**src/hw/rtl/vrr_pkg.sv**
```systemverilog
// Shared types, codes and field widths for the VOQ round-robin selector.
package vrr_pkg;

    // Default configuration of the selector.
    localparam int NUM_PORTS_DEF   = 16;
    localparam int QUEUE_DEPTH_DEF = 1024;

    // Fixed field widths of the stream items.
    localparam int FUNC_W   = 2;
    localparam int DST_W    = 4;
    localparam int STATUS_W = 2;
    localparam int SEL_W    = 4;
    localparam int DCNT_W   = 11;
    localparam int TOTAL_W  = 15;

    localparam int S_TDATA_W = 8;
    localparam int M_TDATA_W = 40;

    typedef enum logic [FUNC_W-1:0] {
        FN_ADD    = 2'd0,
        FN_REMOVE = 2'd1,
        FN_SAMPLE = 2'd2,
        FN_CLEAR  = 2'd3
    } func_t;

    typedef enum logic [STATUS_W-1:0] {
        ST_OK      = 2'd0,
        ST_EMPTY   = 2'd1,
        ST_INVALID = 2'd2,
        ST_FULL    = 2'd3
    } status_t;

    typedef struct packed {
        status_t             status;
        logic [SEL_W-1:0]    selected;
        logic                selected_valid;
        logic [DCNT_W-1:0]   dst_count;
        logic [TOTAL_W-1:0]  total_count;
    } result_t;

endpackage

```
**src/hw/rtl/vrr_core.sv**
```systemverilog
// Queue counters, rotation ring and combinational operation logic of the selector.
module vrr_core #(
    parameter int NUM_PORTS   = vrr_pkg::NUM_PORTS_DEF,
    parameter int QUEUE_DEPTH = vrr_pkg::QUEUE_DEPTH_DEF
) (
    input  logic                       aclk,
    input  logic                       aresetn,
    input  logic                       en,
    input  vrr_pkg::func_t             func,
    input  logic [vrr_pkg::DST_W-1:0]  dst,
    output vrr_pkg::result_t           res
);

    localparam int IDX_W   = $clog2(NUM_PORTS);
    localparam int OCC_W   = $clog2(NUM_PORTS + 1);
    localparam int SUM_W   = OCC_W + 1;
    localparam int CNT_W   = $clog2(QUEUE_DEPTH + 1);
    localparam int TOT_W   = $clog2(NUM_PORTS * QUEUE_DEPTH + 1);
    localparam int DST_W   = vrr_pkg::DST_W;
    localparam int CMP_W   = DST_W + IDX_W;
    localparam int DCNT_W  = vrr_pkg::DCNT_W;
    localparam int TOTAL_W = vrr_pkg::TOTAL_W;

    logic [CNT_W-1:0] cnt_reg [NUM_PORTS];
    logic [DST_W-1:0] ring_mem [NUM_PORTS];
    logic [IDX_W-1:0] head_reg, head_next;
    logic [OCC_W-1:0] occ_reg, occ_next;
    logic [TOT_W-1:0] total_reg, total_next;

    logic [CMP_W-1:0] dst_ext;
    logic             dst_ok;
    logic [IDX_W-1:0] dst_idx;
    logic [CNT_W-1:0] cnt_rd;
    logic [CNT_W-1:0] cnt_wr;
    logic             cnt_we;
    logic             clr;

    logic [IDX_W-1:0] tail_pos;
    logic [IDX_W-1:0] back_pos;
    logic [IDX_W-1:0] ring_raddr;
    logic [DST_W-1:0] ring_rd;
    logic             ring_we;
    logic [DST_W-1:0] ring_wdata;

    vrr_pkg::status_t status;
    logic [DST_W-1:0] sel;
    logic             sel_valid;
    logic [CNT_W-1:0] dcount;

    // Position base + offs modulo the ring size; base is below the size and offs is at most the size.
    function automatic logic [IDX_W-1:0] ring_wrap(input logic [IDX_W-1:0] base,
                                                   input logic [OCC_W-1:0] offs);
        logic [SUM_W-1:0] sum;
        sum = SUM_W'(base) + SUM_W'(offs);
        if (sum >= SUM_W'(NUM_PORTS)) begin
            sum = sum - SUM_W'(NUM_PORTS);
        end
        return sum[IDX_W-1:0];
    endfunction

    assign dst_ext = CMP_W'(dst);
    assign dst_ok  = dst_ext < CMP_W'(NUM_PORTS);
    assign dst_idx = dst_ext[IDX_W-1:0];
    assign cnt_rd  = dst_ok ? cnt_reg[dst_idx] : '0;

    // The back entry is the most recently appended or rotated output.
    assign tail_pos   = ring_wrap(head_reg, occ_reg);
    assign back_pos   = ring_wrap(head_reg, occ_reg - OCC_W'(1));
    assign ring_raddr = (func == vrr_pkg::FN_SAMPLE) ? head_reg : back_pos;
    assign ring_rd    = ring_mem[ring_raddr];

    always_comb begin
        head_next  = head_reg;
        occ_next   = occ_reg;
        total_next = total_reg;
        cnt_wr     = cnt_rd;
        cnt_we     = 1'b0;
        clr        = 1'b0;
        ring_we    = 1'b0;
        ring_wdata = dst;
        status     = vrr_pkg::ST_OK;
        sel        = '0;
        sel_valid  = 1'b0;
        case (func)
            vrr_pkg::FN_ADD: begin
                if (!dst_ok) begin
                    status = vrr_pkg::ST_INVALID;
                end else if (cnt_rd >= CNT_W'(QUEUE_DEPTH)) begin
                    status = vrr_pkg::ST_FULL;
                end else begin
                    if (cnt_rd == '0 && occ_reg < OCC_W'(NUM_PORTS)) begin
                        ring_we  = en;
                        occ_next = occ_reg + OCC_W'(1);
                    end
                    cnt_wr     = cnt_rd + CNT_W'(1);
                    cnt_we     = en;
                    total_next = total_reg + TOT_W'(1);
                end
            end
            vrr_pkg::FN_REMOVE: begin
                if (!dst_ok || occ_reg == '0 || ring_rd != dst || cnt_rd == '0) begin
                    status = vrr_pkg::ST_INVALID;
                end else begin
                    cnt_wr     = cnt_rd - CNT_W'(1);
                    cnt_we     = en;
                    total_next = total_reg - TOT_W'(1);
                    if (cnt_rd == CNT_W'(1)) begin
                        occ_next = occ_reg - OCC_W'(1);
                    end
                end
            end
            vrr_pkg::FN_SAMPLE: begin
                if (occ_reg == '0) begin
                    status = vrr_pkg::ST_EMPTY;
                end else begin
                    sel        = ring_rd;
                    sel_valid  = 1'b1;
                    ring_we    = en;
                    ring_wdata = ring_rd;
                    head_next  = ring_wrap(head_reg, OCC_W'(1));
                end
            end
            vrr_pkg::FN_CLEAR: begin
                clr        = 1'b1;
                head_next  = '0;
                occ_next   = '0;
                total_next = '0;
            end
            default: begin
                status = vrr_pkg::ST_OK;
            end
        endcase
    end

    always_comb begin
        if (!dst_ok || clr) begin
            dcount = '0;
        end else begin
            dcount = cnt_wr;
        end
    end

    assign res.status         = status;
    assign res.selected       = sel;
    assign res.selected_valid = sel_valid;
    assign res.dst_count      = DCNT_W'(dcount);
    assign res.total_count    = TOTAL_W'(total_next);

    always_ff @(posedge aclk) begin
        if (!aresetn || (en && clr)) begin
            head_reg  <= '0;
            occ_reg   <= '0;
            total_reg <= '0;
            for (int i = 0; i < NUM_PORTS; i++) begin
                cnt_reg[i] <= '0;
            end
        end else if (en) begin
            head_reg  <= head_next;
            occ_reg   <= occ_next;
            total_reg <= total_next;
            if (cnt_we) begin
                cnt_reg[dst_idx] <= cnt_wr;
            end
        end
    end

    // Ring contents are only meaningful below the occupancy, so no reset.
    always_ff @(posedge aclk) begin
        if (ring_we) begin
            ring_mem[tail_pos] <= ring_wdata;
        end
    end

`ifndef NO_ASSERTIONS
    a_occ_bound: assert property (@(posedge aclk) disable iff (!aresetn)
        occ_reg <= OCC_W'(NUM_PORTS))
        else $error("ring occupancy exceeds the number of outputs");

    a_empty_match: assert property (@(posedge aclk) disable iff (!aresetn)
        (total_reg == '0) == (occ_reg == '0))
        else $error("ring occupancy disagrees with the total packet count");

    a_sample_rotates: assert property (@(posedge aclk) disable iff (!aresetn)
        en && func == vrr_pkg::FN_SAMPLE && occ_reg != '0 |=> head_reg != $past(head_reg))
        else $error("successful sample did not advance the ring head");

    a_full_holds: assert property (@(posedge aclk) disable iff (!aresetn)
        en && status == vrr_pkg::ST_FULL |=> total_reg == $past(total_reg))
        else $error("add to a full counter changed the total");

    a_last_remove_drops: assert property (@(posedge aclk) disable iff (!aresetn)
        en && func == vrr_pkg::FN_REMOVE && status == vrr_pkg::ST_OK && cnt_rd == CNT_W'(1)
        |=> occ_reg == $past(occ_reg) - OCC_W'(1))
        else $error("last remove of an output did not drop its ring entry");
`endif

endmodule

```
**src/hw/rtl/voq_round_robin_selector_top.sv**
```systemverilog
// Top level of the VOQ round-robin selector with its stream ports and result register.
//
// The selector keeps a packet count for each output queue, a running total and a
// rotation ring that holds every non-empty output once. Each input transfer carries
// one operation (add, remove, sample or clear) and produces exactly one result
// transfer with a status, the sampled output, the count of the named output and the
// total. The operation is decoded, checked and applied to the counters and the ring
// in the cycle it is accepted, and its result is captured in a single output
// register, so one transfer per clock is sustained while the result side keeps
// taking them. The input is ready whenever the output register is empty or is being
// drained in the same cycle; that register is the only thing that can hold the
// input back. A remove is valid only for the output that sits at the back of the
// ring, which is the most recently appended or sampled output still in the ring.
// No clearing pass follows reset: all counters clear at once.
module voq_round_robin_selector_top #(
    parameter int NUM_PORTS   = vrr_pkg::NUM_PORTS_DEF,
    parameter int QUEUE_DEPTH = vrr_pkg::QUEUE_DEPTH_DEF
) (
    input  logic                            aclk,
    input  logic                            aresetn,
    input  logic                            s_tvalid,
    output logic                            s_tready,
    // s_tdata: func [1:0], dst [5:2], zero pad [7:6]
    input  logic [vrr_pkg::S_TDATA_W-1:0]   s_tdata,
    output logic                            m_tvalid,
    input  logic                            m_tready,
    // m_tdata: status [1:0], selected [5:2], selected_valid [6],
    // dst_count [17:7], total_count [32:18], zero pad [39:33]
    output logic [vrr_pkg::M_TDATA_W-1:0]   m_tdata
);

    localparam int FUNC_W = vrr_pkg::FUNC_W;
    localparam int DST_W  = vrr_pkg::DST_W;
    localparam int PAD_W  = vrr_pkg::M_TDATA_W - vrr_pkg::STATUS_W - vrr_pkg::SEL_W - 1
                            - vrr_pkg::DCNT_W - vrr_pkg::TOTAL_W;

    logic             in_xfer;
    vrr_pkg::func_t   in_func;
    logic [DST_W-1:0] in_dst;
    vrr_pkg::result_t res;

    vrr_pkg::result_t res_reg;
    logic             m_tvalid_reg, m_tvalid_next;

    // The result register accepts a new item when it is empty or draining.
    assign s_tready = !m_tvalid_reg || m_tready;
    assign in_xfer  = s_tvalid && s_tready;
    assign in_func  = vrr_pkg::func_t'(s_tdata[FUNC_W-1:0]);
    assign in_dst   = s_tdata[FUNC_W +: DST_W];

    vrr_core #(
        .NUM_PORTS   (NUM_PORTS),
        .QUEUE_DEPTH (QUEUE_DEPTH)
    ) u_core (
        .aclk    (aclk),
        .aresetn (aresetn),
        .en      (in_xfer),
        .func    (in_func),
        .dst     (in_dst),
        .res     (res)
    );

    always_comb begin
        if (in_xfer) begin
            m_tvalid_next = 1'b1;
        end else if (m_tready) begin
            m_tvalid_next = 1'b0;
        end else begin
            m_tvalid_next = m_tvalid_reg;
        end
    end

    always_ff @(posedge aclk) begin
        if (!aresetn) begin
            m_tvalid_reg <= 1'b0;
        end else begin
            m_tvalid_reg <= m_tvalid_next;
        end
    end

    // Payload is only captured on an accepted input transfer.
    always_ff @(posedge aclk) begin
        if (in_xfer) begin
            res_reg <= res;
        end
    end

    assign m_tvalid = m_tvalid_reg;
    assign m_tdata  = {PAD_W'(0), res_reg.total_count, res_reg.dst_count,
                       res_reg.selected_valid, res_reg.selected, res_reg.status};

endmodule
```
**config.mk**
```make
export PLATFORM = sky130hd
export DESIGN_NAME = voq_round_robin_selector_top
export DESIGN_NICKNAME = d
export VERILOG_FILES = /design/src/hw/rtl/vrr_pkg.sv /design/src/hw/rtl/vrr_core.sv /design/src/hw/rtl/voq_round_robin_selector_top.sv
export SDC_FILE = /design/constraint.sdc
export NUM_CORES = 1
export LEC_CHECK = 0
export ABC_AREA = 0
export BUFFER_PORTS_ARGS = -buffer_cell sky130_fd_sc_hd__buf_2
export CAP_MARGIN = 20
export CORE_MARGIN = 4
export CORE_UTILIZATION = 45
export DETAILED_ROUTE_END_ITERATION = 8
export GPL_TIMING_DRIVEN = 0
export HOLD_SLACK_MARGIN = 0.06
export PLACE_DENSITY = 0.63
export SETUP_SLACK_MARGIN = 0.2
export SLEW_MARGIN = 25
export SYNTH_ARGS = -nofsm -noshare
export SYNTH_HDL_FRONTEND = slang
export SYNTH_HIERARCHICAL = 1
export SYNTH_SLANG_ARGS = --single-unit
export TNS_END_PERCENT = 100
```
**constraint.sdc**
```tcl
create_clock -name aclk -period 5.76 [get_ports aclk]
set_input_delay 1.728 -clock aclk [delete_from_list [all_inputs] [get_ports aclk]]
set_output_delay 1.728 -clock aclk [all_outputs]
set_load 0.01 [all_outputs]
```
## Yosys cells after proc, flatten, opt, wreduce, memory -nomap -nowiden

Memories as Yosys holds them, arrays and structs flattened.
Cells that the tools add are included.
W data, S select, Z words.

- Add/sub/neg operators: 12
- $lt $le $gt $ge: 6
- Eq/ne operators: 11
- Multiplexer cells: 52
- Bitwise logic cells: 1
- Reductions and logical operators: 22

Operators by type and width:

| operator | count |
|---|---|
| $mux W11 | 5 |
| $mux W15 | 3 |
| $pmux W15 S3 | 1 |
| $mux W4 | 8 |
| $mux W5 | 5 |
| $pmux W11 S2 | 1 |
| $mux W1 | 21 |
| $add A15 B1 Y15 const B | 1 |
| $pmux W5 S3 | 1 |
| $sub A15 B1 Y15 const B | 1 |
| $add A4 B5 Y6 | 2 |
| $ge A6 B5 Y1 const B | 2 |
| $sub A4 B1 Y4 const B | 3 |
| $add A11 B1 Y11 const B | 1 |
| $eq A11 B1 Y1 const B | 1 |
| $ge A11 B11 Y1 const B | 1 |
| $logic_not A11 Y1 | 1 |
| $reduce_or A11 Y1 | 1 |
| $sub A11 B1 Y11 const B | 1 |
| $pmux W4 S2 | 1 |
| $reduce_and A7 Y1 | 1 |
| $logic_or A1 B1 Y1 | 6 |
| $mux W2 | 3 |
| $ne A2 B1 Y1 const B | 3 |
| other kinds (21) | 30 |

- Flip-flop bits (word level): 58
- RAM bits: 240
- Bits of input ports: 12
- Output and inout port bits: 42
- Logic and storage cells: 115
- Memories kept: 2

Memory list:

| name | words | bits a word | rd ports | clocked after memory_dff | wr ports | RTL line | text |
|---|---|---|---|---|---|---|---|
| u_core.cnt_reg | 16 | 11 | 1 | 0 | 16 | vrr_core.sv:24 | `logic [CNT_W-1:0] cnt_reg [NUM_PORTS];` |
| u_core.ring_mem | 16 | 4 | 1 | 0 | 1 | vrr_core.sv:25 | `logic [DST_W-1:0] ring_mem [NUM_PORTS];` |

## Longest topological paths before layout

An unclocked memory read counts as a cell.

- Word-level depth: 17
- Depth in mapped cells: 18
- Gate-level depth less buffers: 15

## Cells and area by module

Netlist, hierarchy kept.

By module, submodules not included:

| module | times used | cells an instance | area an instance (um2) | seq. area each (um2) |
|---|---|---|---|---|
| vrr_core | 1 | 1162 | 13681.9 | 7687.4 |
| voq_round_robin_selector_top | 1 | 46 | 1104.8 | 1011.0 |

## Worst setup path after synthesis

OpenSTA, ideal clock, no wires.

- Kind: input -> register
- Start: input port s_tdata[2] (netlist name)
- End: memory u_core/cnt_reg[0][8] (netlist name) (data pin)
- Arrival: 5407 ps
- Required time: 5494 ps
- Setup slack: 87 ps
- Stages on the path: 14
- Buffers on the path: 5
- Cell sequence: buf_4 -> buf_2 -> buf_2 -> buf_2 -> mux4_2 -> mux4_2 -> inv_1 -> ha_1 -> nand4_1 -> or3_1 -> o32a_1 -> xnor2_2 -> clkbuf_1 -> nor2_1

RTL lines:

| item | RTL line | text |
|---|---|---|
| start: declaration | voq_round_robin_selector_top.sv:24 | `input logic [vrr_pkg::S_TDATA_W-1:0] s_tdata,` |
| end: declaration | vrr_core.sv:24 |  |

==> summary.txt <==
Run status
  – Status: complete, no violations

STA
  – RSZ-0062 raised after global routing: yes
  – Final TNS setup: 0 ns
  – Hold Vio Cnt, Final: 0
  – Slew at the pin closest to its max-slew limit: ~1 ns
  – Fin crit period: ~5.5 ns
  – Final Cycle Share: around 95%
  – Final setup margin: approximately 0.30 ns
  – Final Max Tran Viols: 0
  – Final number of setup-violating endpoints: 0
  – Hold_ws: just under 0.5 ns
  – Max frequency: around 0.18 GHz
  – Clock Skew: about 0.011 ns
  – Rel. slew slack: between 30% and 40%

Finish
  – Post-route cell area: around 0.017 mm²
  – Number of flip-flops in the largest register: ~180
  – Final core occ: between 50% and 60%
  – Final Non-Filler Cells: about 1800
  – Number of fillers in the final layout: approximately 2800
  – Share of post-route cells with drive strength above 1: around a fifth
  – Most frequent cells in the layout: edfxtp_1 (273), nor2_1 (259), nand2_1 (71)
  – Layout Nets: 1326
  – Antenna Cells: 0
  – Leading cell type in the layout, fill and taps excluded: edfxtp_1
  – Area Overhead vs Synth: 15.30%

Power and ir drop
  – Comb pwr share: roughly an eighth
  – Switching Fraction: between 20% and 30%
  – Internal: 3.982 mW
  – P per Cell Area: slightly above 300 mW/mm²
  – NetSw: roughly 1.3 mW
  – Leak: just over 6 nW
  – Overall Power: between 5 and 6 mW
  – Clock power share: about two fifths
  – Sequential Power Share: 46.5%
  – Worst vdd ir: between 200 and 300 µV

Critical path
  – Critical Path Sink Type: flip-flop
  – RR Startpoint: u_core/occ_reg[1]$_SDFFE_PP0P_
  – Slowest cell on the critical path: mux4_2
  – Nature of the critical path startpoint: input pin
  – Critical R2R Capture: u_core/cnt_reg[7][8]$_SDFFCE_PN0P_
  – Worst reg2reg path depth: 15
  – Critical-path maximum fanout: 10
  – CP required: roughly 6.1 ns
  – Kind of critical path: input pin to flip-flop
  – CP Data Arrival Time: approximately 5.8 ns
  – Cell chain of the critical path: buf_4, buf_6, mux4_2, a22oi_2, nand2_1, or3_1, or3_1, nor3_4, and2_4, nor2_1, a31o_2, xnor2_2, buf_2, nor2_1
  – Largest stage delay on the critical path: ~0.57 ns
  – R2R setup slack: between 0.4 and 0.5 ns

Synthesis
  – Synthesized area: approximately 0.015 mm²
  – Ys Warns: 6
  – Number of synthesized register bits: 298
  – Syn Inst Count: ~1200
  – Ys async rst share: 0%
  – Sequential share of the synthesized area: roughly three fifths
  – Synth Flop Type: edfxtp_1
  – Count of cell types in the netlist: 84
  – Post-synth EDFFs: roughly 270
  – Avg Inst Size Synth: around 12 µm²

Die
  – Core Area: roughly 0.032 mm²
  – Starting Density: a little under half
  – Top-Level Pins: 54
  – Row count: between 60 and 70
  – Total die area: between 0.03 and 0.04 mm²
  – Die extent in y: between 150 and 200 µm
  – Die W: between 150 and 200 µm

Drt
  – WL/cell: about 22 µm
  – DR pass1 iterations: 6
  – Initial drt markers: just under 900
  – Final WL: 38420 µm
  – Post-route antenna net violation count: 0
  – DRC violations left: 0
  – Vias: slightly above 10000
  – Vias per cell: 5.780

Clock tree
  – Clock Tree Buf Depth: 3
  – H-tree depth: 1
  – Clock transition time at the flip-flop clock pins of the worst setup and hold paths: around 0.06 ns
  – TritonCTS Buffers: 31
  – Root Driver: clkbuf_16
  – CTS tree: yes
  – Clock sinks: between 200 and 300
  – Clk_lat worst skew: just under 0.6 ns

Placed design
  – Dpl hpwl: 26770 µm
  – Placed cells: 1697
  – Place WS: -1.570 ns
  – Area after DPL: around 0.016 mm²
  – I/O Buffers: ~40
  – RD Place Congestion: 0.9067

Global routing
  – Largest net degree at the start of global routing: 35
  – Overflow after GRT: 0
  – Total track usage: roughly a fifth
  – First-pass GRT wire length: 58790 µm
  – Vias in the first global route: 9932
  – Antenna violations before repair: 0

Hold path
  – Hold WC Path Type: flip-flop to flip-flop
  – Worst Hold Endpoint: m_tvalid$_SDFFE_PN0P_
  – Worst hold stages: 2
  – Hold path start: m_tvalid$_SDFFE_PN0P_

Job
  – MaxCap Viol Count: 0
[per-layer routing]
layer  track usage, %  vias up  part of all wire (%)
li1                 -     4668                     -
met1            28.81     5031                    40
met2            35.88      421                    50
met3            2.802       64                   6.9
met4            6.177        0                   2.9
met5                0        -                     0
[repair_timing]
item	CTS	global route
resized for setup	43	39
buffers inserted	6	3
hold buffers	0	0
pin swaps	2	3
endpoints found under the setup margin	443	253
endpoints found under the hold margin	0	0
[worst max path at each step]
stage | depth (start not counted) | slack [ns] | start | end
finish | 14 | 0.30 | s_tdata[2] | u_core/cnt_reg[15][6]$_SDFFCE_PN0P_
global route | 15 | 0.10 | s_tdata[2] | u_core/cnt_reg[1][6]$_SDFFCE_PN0P_
CTS | 15 | 0.21 | s_tdata[0] | u_core/cnt_reg[4][2]$_SDFFCE_PN0P_
detailed placement | 14 | -1.57 | s_tdata[3] | u_core/cnt_reg[14][7]$_SDFFCE_PN0P_
global placement | 14 | -1.57 | s_tdata[3] | u_core/cnt_reg[14][6]$_SDFFCE_PN0P_
floorplan | 14 | 0.26 | s_tdata[2] | u_core/cnt_reg[1][8]$_SDFFCE_PN0P_
[cells in the mapped netlist, drive strengths merged (13+ instances only)]
| master | n | area, µm² |
|---|---|---|
| inv | 16 | 60.06 |
| nand3 | 20 | 100.1 |
| a21oi | 27 | 142.6 |
| ha | 15 | 187.7 |
| a221oi | 13 | 137.6 |
| nor2 | 259 | 972.2 |
| mux2i | 31 | 326.6 |
| o21ai | 32 | 160.1 |
| xnor2 | 15 | 153.9 |
| or3 | 30 | 192.7 |
| nor3 | 18 | 112.6 |
| edfxtp | 273 | 8198 |
| nand2 | 88 | 330.3 |
| mux4 | 53 | 1194 |
| clkbuf | 49 | 183.9 |
| a22oi | 13 | 97.59 |
| buf | 48 | 292.8 |
| dfxtp | 25 | 500.5 |
| and3 | 17 | 106.4 |
[power groups by stage]
stage	Clock, mW	Combinational, mW	Sequential (mW)
2_1_floorplan	0	0.417	2.52
3_3_place_gp	0	0.620	2.52
3_5_place_dp	0	0.626	2.52
4_1_cts	2.21	0.648	2.47
5_1_grt	2.31	0.722	2.48
6_report	2.17	0.670	2.47
[worst max-delay path: cells and delay by family]
family | cells | cell delay (ns)
muxes | 1 | 0.57
and+or+nand+nor | 7 | 1.69
xor gates and xnor gates | 1 | 0.50
buffers and inverters | 3 | 0.70
AOI/OAI and AO/OA | 2 | 0.57
[cell type report]
type | instances | area (µm²) | area share, %
sequential | 298 | 8700 | 51.03
multi-input combinational | 803 | 5816 | 34.11
clock buffer | 31 | 775.7 | 4.550
tap | 442 | 553.0 | 3.244
buffer | 97 | 536.8 | 3.148
clock inverter | 25 | 335.3 | 1.967
timing repair buffer | 50 | 272.8 | 1.600
inverter | 16 | 60.06 | 0.3523
[cells by family after synthesis]
| kind of cell | Yosys count | synth area share, % |
|---|---|---|
| AND/OR/NAND/NOR | 497 | 15.38 |
| flip-flops | 298 | 58.83 |
| AO/OA/AOI/OAI | 163 | 7.929 |
| buffers and inverters | 113 | 3.630 |
| multiplexers | 92 | 10.92 |
| XOR/XNOR | 27 | 1.752 |
| adder cells (fa/ha/maj) | 17 | 1.540 |
| other | 1 | 0.02536 |
No activity file was read; power rests on OpenSTA's default activity.
